$ cat src/hdl/mrs_pkg.sv
`timescale 1ns / 1ps

package mrs_pkg;

   localparam int FRAME_DEPTH_DEF     = 64;
   localparam int HOLDING_COUNT_DEF   = 16;
   localparam int INPUT_COUNT_DEF     = 16;
   localparam int RESET_CMD_INDEX_DEF = 9;
   localparam int ERROR_INDEX_DEF     = 8;

   localparam logic [1:0] CMD_BYTE     = 2'd0;
   localparam logic [1:0] CMD_LOAD     = 2'd1;
   localparam logic [1:0] CMD_LINE_ERR = 2'd2;

   localparam logic [7:0] FC_READ_HOLDING   = 8'd3;
   localparam logic [7:0] FC_READ_INPUT     = 8'd4;
   localparam logic [7:0] FC_WRITE_SINGLE   = 8'd6;
   localparam logic [7:0] FC_WRITE_MULTIPLE = 8'd16;

   localparam logic [7:0]  EXC_FLAG         = 8'h80;
   localparam logic [7:0]  EXC_ILLEGAL_ADDR = 8'h02;
   localparam logic [15:0] CRC_INIT         = 16'hFFFF;
   localparam logic [15:0] CRC_POLY         = 16'hA001;

   typedef struct packed {
      logic take;
      logic drop;
      logic start;
      logic wr_single;
      logic wr_step;
      logic emit;
   } dp_cmd_type;

   typedef struct packed {
      logic ge3;
      logic fc_known;
      logic complete;
      logic frame_ok;
      logic bad;
      logic is_fc6;
      logic is_fc16;
      logic qty_zero;
      logic wr_last;
      logic out_free;
      logic rsp_last;
   } dp_status_type;

   function automatic logic [15:0] crc_byte(input logic [15:0] c, input logic [7:0] b);
      logic [15:0] r;
      r = c ^ {8'h00, b};
      for (int i = 0; i < 8; i++) begin
         r = r[0] ? ((r >> 1) ^ CRC_POLY) : (r >> 1);
      end
      return r;
   endfunction

endpackage

$ cat src/hdl/mrs_ctrl.sv
`timescale 1ns / 1ps

module mrs_ctrl import mrs_pkg::*; (
   input  logic          clock,
   input  logic          reset,
   input  logic          req_valid,
   input  logic [1:0]    req_cmd,
   output logic          req_stall,
   input  dp_status_type st,
   output dp_cmd_type    cmd
);

   typedef enum logic [2:0] {
      ST_IDLE, ST_CHECK, ST_SERVE, ST_WR_WAIT, ST_WR_STEP, ST_RESP
   } state_type;

   state_type state_ff, state_in;

   assign req_stall = (state_ff != ST_IDLE);

   always_comb begin
      state_in = state_ff;
      cmd      = '0;
      case (state_ff)
         ST_IDLE: begin
            if (req_valid) begin
               cmd.take = 1'b1;
               if (req_cmd == CMD_BYTE) begin
                  state_in = ST_CHECK;
               end
            end
         end
         ST_CHECK: begin
            state_in = ST_IDLE;
            if (st.ge3) begin
               if (!st.fc_known) begin
                  cmd.drop = 1'b1;
               end else if (st.complete) begin
                  cmd.drop = 1'b1;
                  if (st.frame_ok) begin
                     state_in = ST_SERVE;
                  end
               end
            end
         end
         ST_SERVE: begin
            cmd.start = 1'b1;
            cmd.wr_single = st.is_fc6 && !st.bad;
            if (st.is_fc16 && !st.bad && !st.qty_zero) begin
               state_in = ST_WR_WAIT;
            end else begin
               state_in = ST_RESP;
            end
         end
         ST_WR_WAIT: begin
            state_in = ST_WR_STEP;
         end
         ST_WR_STEP: begin
            cmd.wr_step = 1'b1;
            state_in = st.wr_last ? ST_RESP : ST_WR_WAIT;
         end
         ST_RESP: begin
            if (st.out_free) begin
               cmd.emit = 1'b1;
               if (st.rsp_last) begin
                  state_in = ST_IDLE;
               end
            end
         end
         default: begin
            state_in = ST_IDLE;
         end
      endcase
   end

   always_ff @(posedge clock) begin
      if (reset) begin
         state_ff <= ST_IDLE;
      end else begin
         state_ff <= state_in;
      end
   end

endmodule

$ cat src/hdl/mrs_dpath.sv
`timescale 1ns / 1ps

module mrs_dpath import mrs_pkg::*; #(
   parameter int FRAME_DEPTH     = FRAME_DEPTH_DEF,
   parameter int HOLDING_COUNT   = HOLDING_COUNT_DEF,
   parameter int INPUT_COUNT     = INPUT_COUNT_DEF,
   parameter int RESET_CMD_INDEX = RESET_CMD_INDEX_DEF,
   parameter int ERROR_INDEX     = ERROR_INDEX_DEF
) (
   input  logic          clock,
   input  logic          reset,
   input  logic [1:0]    req_cmd,
   input  logic [7:0]    req_rx_byte,
   input  logic [3:0]    req_reg_index,
   input  logic [15:0]   req_reg_value,
   input  logic          csr_psel,
   input  logic          csr_penable,
   input  logic          csr_pwrite,
   input  logic [2:0]    csr_paddr,
   input  logic [31:0]   csr_pwdata,
   output logic [31:0]   csr_prdata,
   output logic          csr_pready,
   input  logic          rsp_stall,
   output logic          rsp_valid,
   output logic [7:0]    rsp_tx_byte,
   output logic          rsp_tx_last,
   input  dp_cmd_type    cmd,
   output dp_status_type st
);

   localparam int AW   = $clog2(FRAME_DEPTH);
   localparam int MAXC = (HOLDING_COUNT > INPUT_COUNT) ? HOLDING_COUNT : INPUT_COUNT;
   localparam int HAW  = $clog2(HOLDING_COUNT);
   localparam int IAW  = (INPUT_COUNT > 1) ? $clog2(INPUT_COUNT) : 1;
   localparam int PW   = $clog2(MAXC + 1);
   localparam int KW   = $clog2(2 * MAXC + 5);

   logic [7:0]    frame_mem [FRAME_DEPTH];
   logic [7:0]    rdata_ff;
   logic [AW-1:0] count_ff;
   logic [AW-1:0] wptr_ff;
   logic [7:0]    hdr_ff [7];
   logic [15:0]   rx_crc_ff;
   logic [15:0]   tx_crc_ff;
   logic [7:0]    hi_ff;
   logic          ph_ff;
   logic [PW-1:0] ptr_ff;
   logic [KW-1:0] k_ff;
   logic [15:0]   holding_ff [HOLDING_COUNT];
   logic [15:0]   input_ff [INPUT_COUNT];
   logic [7:0]    slave_addr_ff;
   logic          rsp_valid_ff;
   logic [7:0]    rsp_byte_ff;
   logic          rsp_last_ff;

   logic          mem_we;
   logic [7:0]    fc;
   logic [15:0]   addr16;
   logic [15:0]   qty16;
   logic [16:0]   sum17;
   logic [16:0]   qty2;
   logic          is_read;
   logic          bad;
   logic [KW-1:0] len;
   logic [15:0]   regval;
   logic [7:0]    tx_byte;
   logic [AW-1:0] wend;

   assign mem_we = cmd.take && (req_cmd == CMD_BYTE) && (count_ff < AW'(FRAME_DEPTH - 1));

   always_ff @(posedge clock) begin
      if (mem_we) begin
         frame_mem[count_ff] <= req_rx_byte;
      end
      rdata_ff <= frame_mem[wptr_ff];
   end

   always_ff @(posedge clock) begin
      if (reset) begin
         count_ff <= '0;
      end else if (cmd.drop) begin
         count_ff <= '0;
      end else if (cmd.take && (req_cmd == CMD_BYTE)) begin
         count_ff <= mem_we ? count_ff + AW'(1) : '0;
      end else if (cmd.take && (req_cmd == CMD_LINE_ERR)) begin
         count_ff <= '0;
      end
   end

   always_ff @(posedge clock) begin
      if (mem_we) begin
         rx_crc_ff <= crc_byte((count_ff == '0) ? CRC_INIT : rx_crc_ff, req_rx_byte);
         if (count_ff < AW'(7)) begin
            hdr_ff[count_ff[2:0]] <= req_rx_byte;
         end
      end
   end

   assign fc      = hdr_ff[1];
   assign addr16  = {hdr_ff[2], hdr_ff[3]};
   assign qty16   = {hdr_ff[4], hdr_ff[5]};
   assign sum17   = {1'b0, addr16} + {1'b0, qty16};
   assign qty2    = {qty16, 1'b0};
   assign is_read = (fc == FC_READ_HOLDING) || (fc == FC_READ_INPUT);
   assign wend    = AW'(17'd6 + qty2);

   always_comb begin
      case (fc)
         FC_READ_HOLDING:  bad = sum17 > 17'(HOLDING_COUNT);
         FC_READ_INPUT:    bad = sum17 > 17'(INPUT_COUNT);
         FC_WRITE_SINGLE:  bad = {1'b0, addr16} >= 17'(HOLDING_COUNT);
         default:          bad = (sum17 > 17'(HOLDING_COUNT)) || ({9'd0, hdr_ff[6]} != qty2);
      endcase
   end

   always_comb begin
      if (bad) begin
         len = KW'(3);
      end else if (is_read) begin
         len = KW'(3) + {qty16[KW-2:0], 1'b0};
      end else begin
         len = KW'(6);
      end
   end

   assign st.ge3      = count_ff >= AW'(3);
   assign st.fc_known = is_read || (fc == FC_WRITE_SINGLE) || (fc == FC_WRITE_MULTIPLE);
   assign st.complete = (fc == FC_WRITE_MULTIPLE)
                        ? ((count_ff >= AW'(7)) &&
                           ({{(10-AW){1'b0}}, count_ff} >= (10'd9 + {2'd0, hdr_ff[6]})))
                        : (count_ff >= AW'(8));
   assign st.frame_ok = (hdr_ff[0] == slave_addr_ff) && (rx_crc_ff == 16'd0);
   assign st.bad      = bad;
   assign st.is_fc6   = (fc == FC_WRITE_SINGLE);
   assign st.is_fc16  = (fc == FC_WRITE_MULTIPLE);
   assign st.qty_zero = (qty16 == 16'd0);
   assign st.wr_last  = (wptr_ff == wend);
   assign st.out_free = !rsp_valid_ff || !rsp_stall;
   assign st.rsp_last = (k_ff == len + KW'(1));

   assign regval = (fc == FC_READ_HOLDING) ? holding_ff[ptr_ff[HAW-1:0]]
                                           : input_ff[ptr_ff[IAW-1:0]];

   always_comb begin
      if (k_ff == len) begin
         tx_byte = tx_crc_ff[7:0];
      end else if (k_ff == len + KW'(1)) begin
         tx_byte = tx_crc_ff[15:8];
      end else begin
         case (k_ff)
            KW'(0):  tx_byte = hdr_ff[0];
            KW'(1):  tx_byte = bad ? (fc | EXC_FLAG) : fc;
            KW'(2):  tx_byte = bad ? EXC_ILLEGAL_ADDR : (is_read ? qty2[7:0] : hdr_ff[2]);
            default: tx_byte = is_read ? (ph_ff ? regval[7:0] : regval[15:8])
                                       : hdr_ff[k_ff[2:0]];
         endcase
      end
   end

   always_ff @(posedge clock) begin
      if (cmd.start) begin
         k_ff      <= '0;
         ph_ff     <= 1'b0;
         ptr_ff    <= PW'(addr16);
         wptr_ff   <= AW'(7);
         tx_crc_ff <= CRC_INIT;
      end else if (cmd.wr_step) begin
         wptr_ff <= wptr_ff + AW'(1);
         ph_ff   <= !ph_ff;
         if (!ph_ff) begin
            hi_ff <= rdata_ff;
         end else begin
            ptr_ff <= ptr_ff + PW'(1);
         end
      end else if (cmd.emit) begin
         k_ff <= k_ff + KW'(1);
         if (k_ff < len) begin
            tx_crc_ff <= crc_byte(tx_crc_ff, tx_byte);
         end
         if (is_read && !bad && (k_ff >= KW'(3)) && (k_ff < len)) begin
            ph_ff <= !ph_ff;
            if (ph_ff) begin
               ptr_ff <= ptr_ff + PW'(1);
            end
         end
      end
   end

   always_ff @(posedge clock) begin
      if (reset) begin
         for (int i = 0; i < HOLDING_COUNT; i++) begin
            holding_ff[i] <= '0;
         end
      end else if (cmd.wr_single) begin
         holding_ff[addr16[HAW-1:0]] <= qty16;
         if ((addr16 == 16'(RESET_CMD_INDEX)) && (qty16 == 16'd1) &&
             (ERROR_INDEX < HOLDING_COUNT)) begin
            holding_ff[HAW'(ERROR_INDEX)] <= '0;
         end
      end else if (cmd.wr_step && ph_ff) begin
         holding_ff[ptr_ff[HAW-1:0]] <= {hi_ff, rdata_ff};
      end
   end

   always_ff @(posedge clock) begin
      if (reset) begin
         for (int i = 0; i < INPUT_COUNT; i++) begin
            input_ff[i] <= '0;
         end
      end else if (cmd.take && (req_cmd == CMD_LOAD) &&
                   ({28'd0, req_reg_index} < 32'(INPUT_COUNT))) begin
         input_ff[IAW'(req_reg_index)] <= req_reg_value;
      end
   end

   always_ff @(posedge clock) begin
      if (reset) begin
         slave_addr_ff <= 8'd1;
      end else if (csr_psel && csr_penable && csr_pwrite && !csr_paddr[2]) begin
         slave_addr_ff <= csr_pwdata[7:0];
      end
   end

   assign csr_prdata = csr_paddr[2] ? 32'd0 : {24'd0, slave_addr_ff};
   assign csr_pready = 1'b1;

   always_ff @(posedge clock) begin
      if (reset) begin
         rsp_valid_ff <= 1'b0;
      end else if (cmd.emit) begin
         rsp_valid_ff <= 1'b1;
      end else if (!rsp_stall) begin
         rsp_valid_ff <= 1'b0;
      end
   end

   always_ff @(posedge clock) begin
      if (cmd.emit) begin
         rsp_byte_ff <= tx_byte;
         rsp_last_ff <= st.rsp_last;
      end
   end

   assign rsp_valid   = rsp_valid_ff;
   assign rsp_tx_byte = rsp_byte_ff;
   assign rsp_tx_last = rsp_last_ff;

endmodule

$ cat src/hdl/modbus_rtu_slave_engine.sv
`timescale 1ns / 1ps
// Modbus RTU slave. Each request carries a command: a received byte, a load of
// one input register, or a line error that drops the frame under reception.
// Received bytes go into a frame memory while a CRC-16 is kept per byte; the
// function code decides when a frame is complete.
// A request is accepted in the idle state; a received byte then goes to the
// check state, which ends it unless it completes a frame. A complete frame with
// a good address and CRC passes a serve state, then, for a write-multiple, a
// wait and a write step per data byte (one memory read port), then one response
// byte per cycle while not stalled; a response is 5 to 2*N+5 bytes.
// The request side is stalled from acceptance of a byte until its work ends.
// Responses leave through an output register; the next request is accepted
// while the last response byte waits there. When the receiver stalls, the
// held byte stays unchanged and the sequencer waits.
// The station address is written through the APB-style port at address 0.
// Reset empties the frame, clears all holding and input registers, and sets
// the station address to 1. No clearing pass is needed.
module modbus_rtu_slave_engine import mrs_pkg::*; #(
   parameter int FRAME_DEPTH     = FRAME_DEPTH_DEF,
   parameter int HOLDING_COUNT   = HOLDING_COUNT_DEF,
   parameter int INPUT_COUNT     = INPUT_COUNT_DEF,
   parameter int RESET_CMD_INDEX = RESET_CMD_INDEX_DEF,
   parameter int ERROR_INDEX     = ERROR_INDEX_DEF
) (
   input  logic        clock,
   input  logic        reset,
   input  logic        req_valid,
   output logic        req_stall,
   input  logic [1:0]  req_cmd,
   input  logic [7:0]  req_rx_byte,
   input  logic [3:0]  req_reg_index,
   input  logic [15:0] req_reg_value,
   output logic        rsp_valid,
   input  logic        rsp_stall,
   output logic [7:0]  rsp_tx_byte,
   output logic        rsp_tx_last,
   input  logic        csr_psel,
   input  logic        csr_penable,
   input  logic        csr_pwrite,
   input  logic [2:0]  csr_paddr,
   input  logic [31:0] csr_pwdata,
   output logic [31:0] csr_prdata,
   output logic        csr_pready
);

   dp_cmd_type    cmd;
   dp_status_type st;

   mrs_ctrl u_ctrl (
      .clock     (clock),
      .reset     (reset),
      .req_valid (req_valid),
      .req_cmd   (req_cmd),
      .req_stall (req_stall),
      .st        (st),
      .cmd       (cmd)
   );

   mrs_dpath #(
      .FRAME_DEPTH     (FRAME_DEPTH),
      .HOLDING_COUNT   (HOLDING_COUNT),
      .INPUT_COUNT     (INPUT_COUNT),
      .RESET_CMD_INDEX (RESET_CMD_INDEX),
      .ERROR_INDEX     (ERROR_INDEX)
   ) u_dpath (
      .clock         (clock),
      .reset         (reset),
      .req_cmd       (req_cmd),
      .req_rx_byte   (req_rx_byte),
      .req_reg_index (req_reg_index),
      .req_reg_value (req_reg_value),
      .csr_psel      (csr_psel),
      .csr_penable   (csr_penable),
      .csr_pwrite    (csr_pwrite),
      .csr_paddr     (csr_paddr),
      .csr_pwdata    (csr_pwdata),
      .csr_prdata    (csr_prdata),
      .csr_pready    (csr_pready),
      .rsp_stall     (rsp_stall),
      .rsp_valid     (rsp_valid),
      .rsp_tx_byte   (rsp_tx_byte),
      .rsp_tx_last   (rsp_tx_last),
      .cmd           (cmd),
      .st            (st)
   );

endmodule

$ cat config.mk
export PLATFORM = sky130hd
export DESIGN_NAME = modbus_rtu_slave_engine
export DESIGN_NICKNAME = d
export VERILOG_FILES = /design/src/hdl/mrs_pkg.sv /design/src/hdl/mrs_ctrl.sv /design/src/hdl/mrs_dpath.sv /design/src/hdl/modbus_rtu_slave_engine.sv
export SDC_FILE = /design/constraint.sdc
export NUM_CORES = 2
export LEC_CHECK = 0
export BUFFER_PORTS_ARGS = -buffer_cell sky130_fd_sc_hd__buf_4
export CAP_MARGIN = 5
export CORE_MARGIN = 1
export CORE_UTILIZATION = 50
export DETAILED_ROUTE_END_ITERATION = 12
export PLACE_DENSITY = 0.77
export SYNTH_ARGS = -nofsm -noshare
export SYNTH_HDL_FRONTEND = slang
export SYNTH_HIERARCHICAL = 1
export SYNTH_SLANG_ARGS = --single-unit
$ cat constraint.sdc
create_clock -name clock -period 6.1 [get_ports clock]
set_clock_uncertainty 0.1 [all_clocks]
set_input_delay 0.305 -clock clock [delete_from_list [all_inputs] [get_ports clock]]
set_output_delay 0.305 -clock clock [all_outputs]
set_load 0.01 [all_outputs]
==> flow_summary.json <==
{
  "outcome": "complete, but fails checks",
  "failed_checks": "negative setup slack",
  "yosys.cell_types.count": 89,
  "critPathCaptureType": "flop",
  "finalMaxSlewViolations": 0,
  "grtUsageTotal_pct": 24.7,
  "intPower_mw": 14.0,
  "design.core.area_um2": 104000,
  "critical-path-max-stage-delay_ps": 450,
  "start_util_pct": 50.5,
  "numPortBuffers": 64,
  "pwr-share-clk_pct": 40.2,
  "report.final.hold_viol_count": 0,
  "dpl.hpwl_um": 82200,
  "pin_count_of_the_biggest_net_entering_global_routing": 75,
  "instances_no_fill": 4924,
  "critPathTopFamily": "compound AO/OA/AOI/OAI gates",
  "timing.critical_path.arrival_ps": 6820,
  "syn_inst": 3204,
  "place.gp.congestion": 0.939,
  "floorplan.rows": 118,
  "placed_cells": 4664,
  "global_route_wire_length_before_repair_um": 194000,
  "first_iter_violations": 3240,
  "vias": 29900,
  "net_load_switching_power_mw": 3.98,
  "antenna_violations_before_repair": 0,
  "worst_ep_required_time_ps": 6580,
  "post-route-min-period_ps": 6340,
  "timing.fmax_mhz": 158,
  "swShare_pct": 22.1,
  "max-cap-violations": 0,
  "tightestPinTransition_ps": 1220,
  "synth.largest_area_cell": "sky130_fd_sc_hd__edfxtp_1",
  "die_y_um": 325,
  "grt_pass1_vias": 30000,
  "power_frac_seq_pct": 51.4,
  "die-width_um": 325,
  "cts_max_path_buffers": 3,
  "power_per_cell_area_nw_per_um2": 300,
  "synth-seq-cells": 1187,
  "tcrit_tclk_final_pct": 104,
  "cellLeakagePower_nw": 20.6,
  "worst_setup_path_category": "reg2reg",
  "dpl_cell_area_um2": 55500,
  "power_mw": 18.0,
  "die_area_um2": 106000,
  "worst-path-buf-inv": 1,
  "fin_setup_tns_ps": -603,
  "worstPathMaxFanout": 8,
  "kind_of_launch_point_of_the_worst_setup_path": "flop",
  "drc": 0,
  "final_critical_path_setup_slack_ps": -240,
  "syn_to_final_growth_pct": 14.7,
  "clock_root_buffer_master": "sky130_fd_sc_hd__clkbuf_16",
  "number_of_nets_with_antenna_violations_after_detailed_routing": 0,
  "ctsHtreeMaxLevel": 3,
  "utilization_pct": 57.9,
  "share_of_post_route_cells_with_drive_strength_above_1_pct": 25.1,
  "numClockSinks": 1187,
  "ys.warnings.count": 6,
  "routed_wire_length_per_instance_um": 26.6,
  "worst_hold_path_type": "in2reg",
  "ys_async_sr_fraction_pct": 0,
  "setup_viol": 3,
  "peakVddDrop_uv": 343,
  "synth_top_flop_cell": "sky130_fd_sc_hd__edfxtp_1",
  "clock_insertion_delay_worst_skew_ps": 710,
  "rsz0062_at_grt": "true",
  "post_synthesis_instance_area_um2": 52300,
  "post_synth_main_area_contributors": "sky130_fd_sc_hd__edfxtp_1, sky130_fd_sc_hd__mux4_2, sky130_fd_sc_hd__and2_1, sky130_fd_sc_hd__nor2_1, sky130_fd_sc_hd__dfxtp_1",
  "cts_buffers": 115,
  "seq_area_frac_synth_pct": 67.0,
  "cts_tree": "built",
  "totalWireLength_um": 131000,
  "power.share.combinational_pct": 8.4,
  "postSynthAreaPerCell_um2": 16.3,
  "grt_overflow": 0,
  "num-nets-final": 3563,
  "post_drt_via_cell_ratio": 6.07,
  "max-slew-margin-rel_pct": 18.5,
  "synth_top_area_share_pct": 64.6,
  "worst_setup_hold_path_clk_slew_ps": 60,
  "worst_path_max_delay_cell": "sky130_fd_sc_hd__xnor3_1",
  "design_area_um2": 60000,
  "final.fill_count": 7606,
  "io_pins": 116,
  "final.hold.worst_slack_ps": 26.8,
  "synth_edf_count": 1125,
  "dp_slack_ps": -409,
  "detailedRoute.firstPassIterationCount": 5
}
[Yosys cell counts (all sizes together) (42+ instances only)]
cell	count
edfxtp	1125
nor2	405
mux4	343
and2	262
clkbuf	162
nand2	128
a21oi	70
buf	66
dfxtp	62
xnor2	62
o21ai	55
mux2i	54
ha	42
[metal layers]
| layer | global-route usage, % | vias to the layer above | part of all wire (%) |
|---|---|---|---|
| met1 | 32.7 | 15300 | 37 |
| li1 | - | 12800 | - |
| met5 | 0 | - | 0 |
| met3 | 3.88 | 265 | 8.8 |
| met4 | 9.56 | 0 | 3.9 |
| met2 | 41.2 | 1547 | 50 |
[area by class of cell]
type,instances,area (µm²),share of cell area (%)
Clock buffer,152,3160,5.26
Multi-Input combinational cell,1782,16600,27.6
Antenna cell,2,5.00,0.00834
Sequential cell,1187,35000,58.4
Timing Repair Buffer,332,2670,4.45
Tap cell,1380,1730,2.88
Inverter,30,113,0.188
Clock inverter,59,699,1.17
[kinds of logic after synthesis]
group	share of synthesized area, %
compound gates	2.86
xor+xnor	1.85
fa+ha+maj	1.06
buf+inv	2.08
flops	67.0
mux	16.0
other cells	0.0144
simple gates	9.23
[power by group through the flow]
stage / combinational (mW) / clock, mW / sequential (mW)
final: 1.51 / 7.23 / 9.24
after global routing: 1.58 / 7.61 / 9.26
after floorplan: 1.01 / 0 / 9.28
after detailed placement: 1.47 / 0 / 9.41
after CTS: 1.50 / 7.31 / 9.24
after global placement: 1.44 / 0 / 9.40
[cell usage in the layout, fill, tap and decap left out, types with 11 or more instances in the layout]
master	Yosys	layout
sky130_fd_sc_hd__nor3_1	21	13
sky130_fd_sc_hd__nand4_1	15	15
sky130_fd_sc_hd__o31ai_1	11	11
sky130_fd_sc_hd__ha_1	42	39
sky130_fd_sc_hd__bufinv_16	0	13
sky130_fd_sc_hd__mux4_2	343	343
sky130_fd_sc_hd__conb_1	2	25
sky130_fd_sc_hd__clkinv_2	0	13
sky130_fd_sc_hd__clkinv_1	1	22
sky130_fd_sc_hd__a21oi_1	69	69
sky130_fd_sc_hd__and2_1	261	260
sky130_fd_sc_hd__clkbuf_16	0	116
sky130_fd_sc_hd__xor2_1	40	36
sky130_fd_sc_hd__dlygate4sd3_1	0	39
sky130_fd_sc_hd__nor4_1	17	15
sky130_fd_sc_hd__o21ai_0	51	36
sky130_fd_sc_hd__xnor2_1	62	60
sky130_fd_sc_hd__edfxtp_1	1125	1125
sky130_fd_sc_hd__mux2i_1	54	50
sky130_fd_sc_hd__nand2_1	127	126
sky130_fd_sc_hd__nand3_1	27	27
sky130_fd_sc_hd__nor2b_1	22	22
sky130_fd_sc_hd__nand2b_1	18	18
sky130_fd_sc_hd__dfxtp_1	62	53
sky130_fd_sc_hd__inv_1	28	28
sky130_fd_sc_hd__buf_4	26	285
sky130_fd_sc_hd__clkbuf_1	162	24
sky130_fd_sc_hd__nor2_1	405	404
sky130_fd_sc_hd__clkbuf_8	0	12
[repair_timing]
item,CTS,global route
hold endpoints to repair,272,0
pin swaps,11,11
resized for setup,9,17
setup endpoints to repair,4,8
hold buffers,39,0
buffers inserted,5,5
[path summary, 6_finish.rpt]
check	slack, ps	endpoint	start	cells after the start
max	-240	u_dpath/tx_crc_ff[0]	u_dpath/hdr_ff[3][0]	27
min	30	u_dpath/frame_mem[62][7]	req_rx_byte[7]	1
max reg2reg	-240	u_dpath/tx_crc_ff[0]	u_dpath/hdr_ff[3][0]	27
min reg2reg	410	u_dpath/hi_ff[4]	u_dpath/rdata_ff[4]	0
[state kept, by name, summed over array words and instances, names as in the netlist, 3 cells and up, named ones only]
name	count
u_dpath/frame_mem	512
u_dpath/holding_ff	256
u_dpath/input_ff	256
u_dpath/hdr_ff	64
u_dpath/rx_crc_ff	16
u_dpath/tx_crc_ff	16
u_dpath/hi_ff	8
u_dpath/rdata_ff	8
u_dpath/rsp_tx_byte	8
u_dpath/slave_addr_ff	8
u_dpath/count_ff	6
u_dpath/k_ff	6
u_dpath/wptr_ff	6
u_dpath/ptr_ff	4
u_ctrl/state_ff	3
[worst reg2reg max path: stages, from the launching register on]
cell,delay (ps)
sky130_fd_sc_hd__edfxtp_1,390
sky130_fd_sc_hd__ha_2,220
sky130_fd_sc_hd__fa_2,390
sky130_fd_sc_hd__a211oi_4,260
sky130_fd_sc_hd__o21ai_1,110
sky130_fd_sc_hd__a31oi_1,260
sky130_fd_sc_hd__mux2_4,340
sky130_fd_sc_hd__nor3_4,160
sky130_fd_sc_hd__nand4b_4,200
sky130_fd_sc_hd__nor3_4,280
sky130_fd_sc_hd__nand2_2,110
sky130_fd_sc_hd__ha_4,180
sky130_fd_sc_hd__nand3b_1,90
sky130_fd_sc_hd__xor2_1,70
sky130_fd_sc_hd__a21oi_1,170
sky130_fd_sc_hd__xor2_1,330
sky130_fd_sc_hd__xnor2_1,160
sky130_fd_sc_hd__a31oi_1,110
sky130_fd_sc_hd__nor4_2,230
sky130_fd_sc_hd__a2bb2oi_2,240
sky130_fd_sc_hd__nand2_4,140
sky130_fd_sc_hd__buf_6,190
sky130_fd_sc_hd__mux2i_4,190
sky130_fd_sc_hd__xnor2_2,210
sky130_fd_sc_hd__xnor3_1,450
sky130_fd_sc_hd__xor3_1,230
sky130_fd_sc_hd__a2111oi_2,320
sky130_fd_sc_hd__a311oi_1,70
Note: power is estimated with default switching activity, not from simulation.
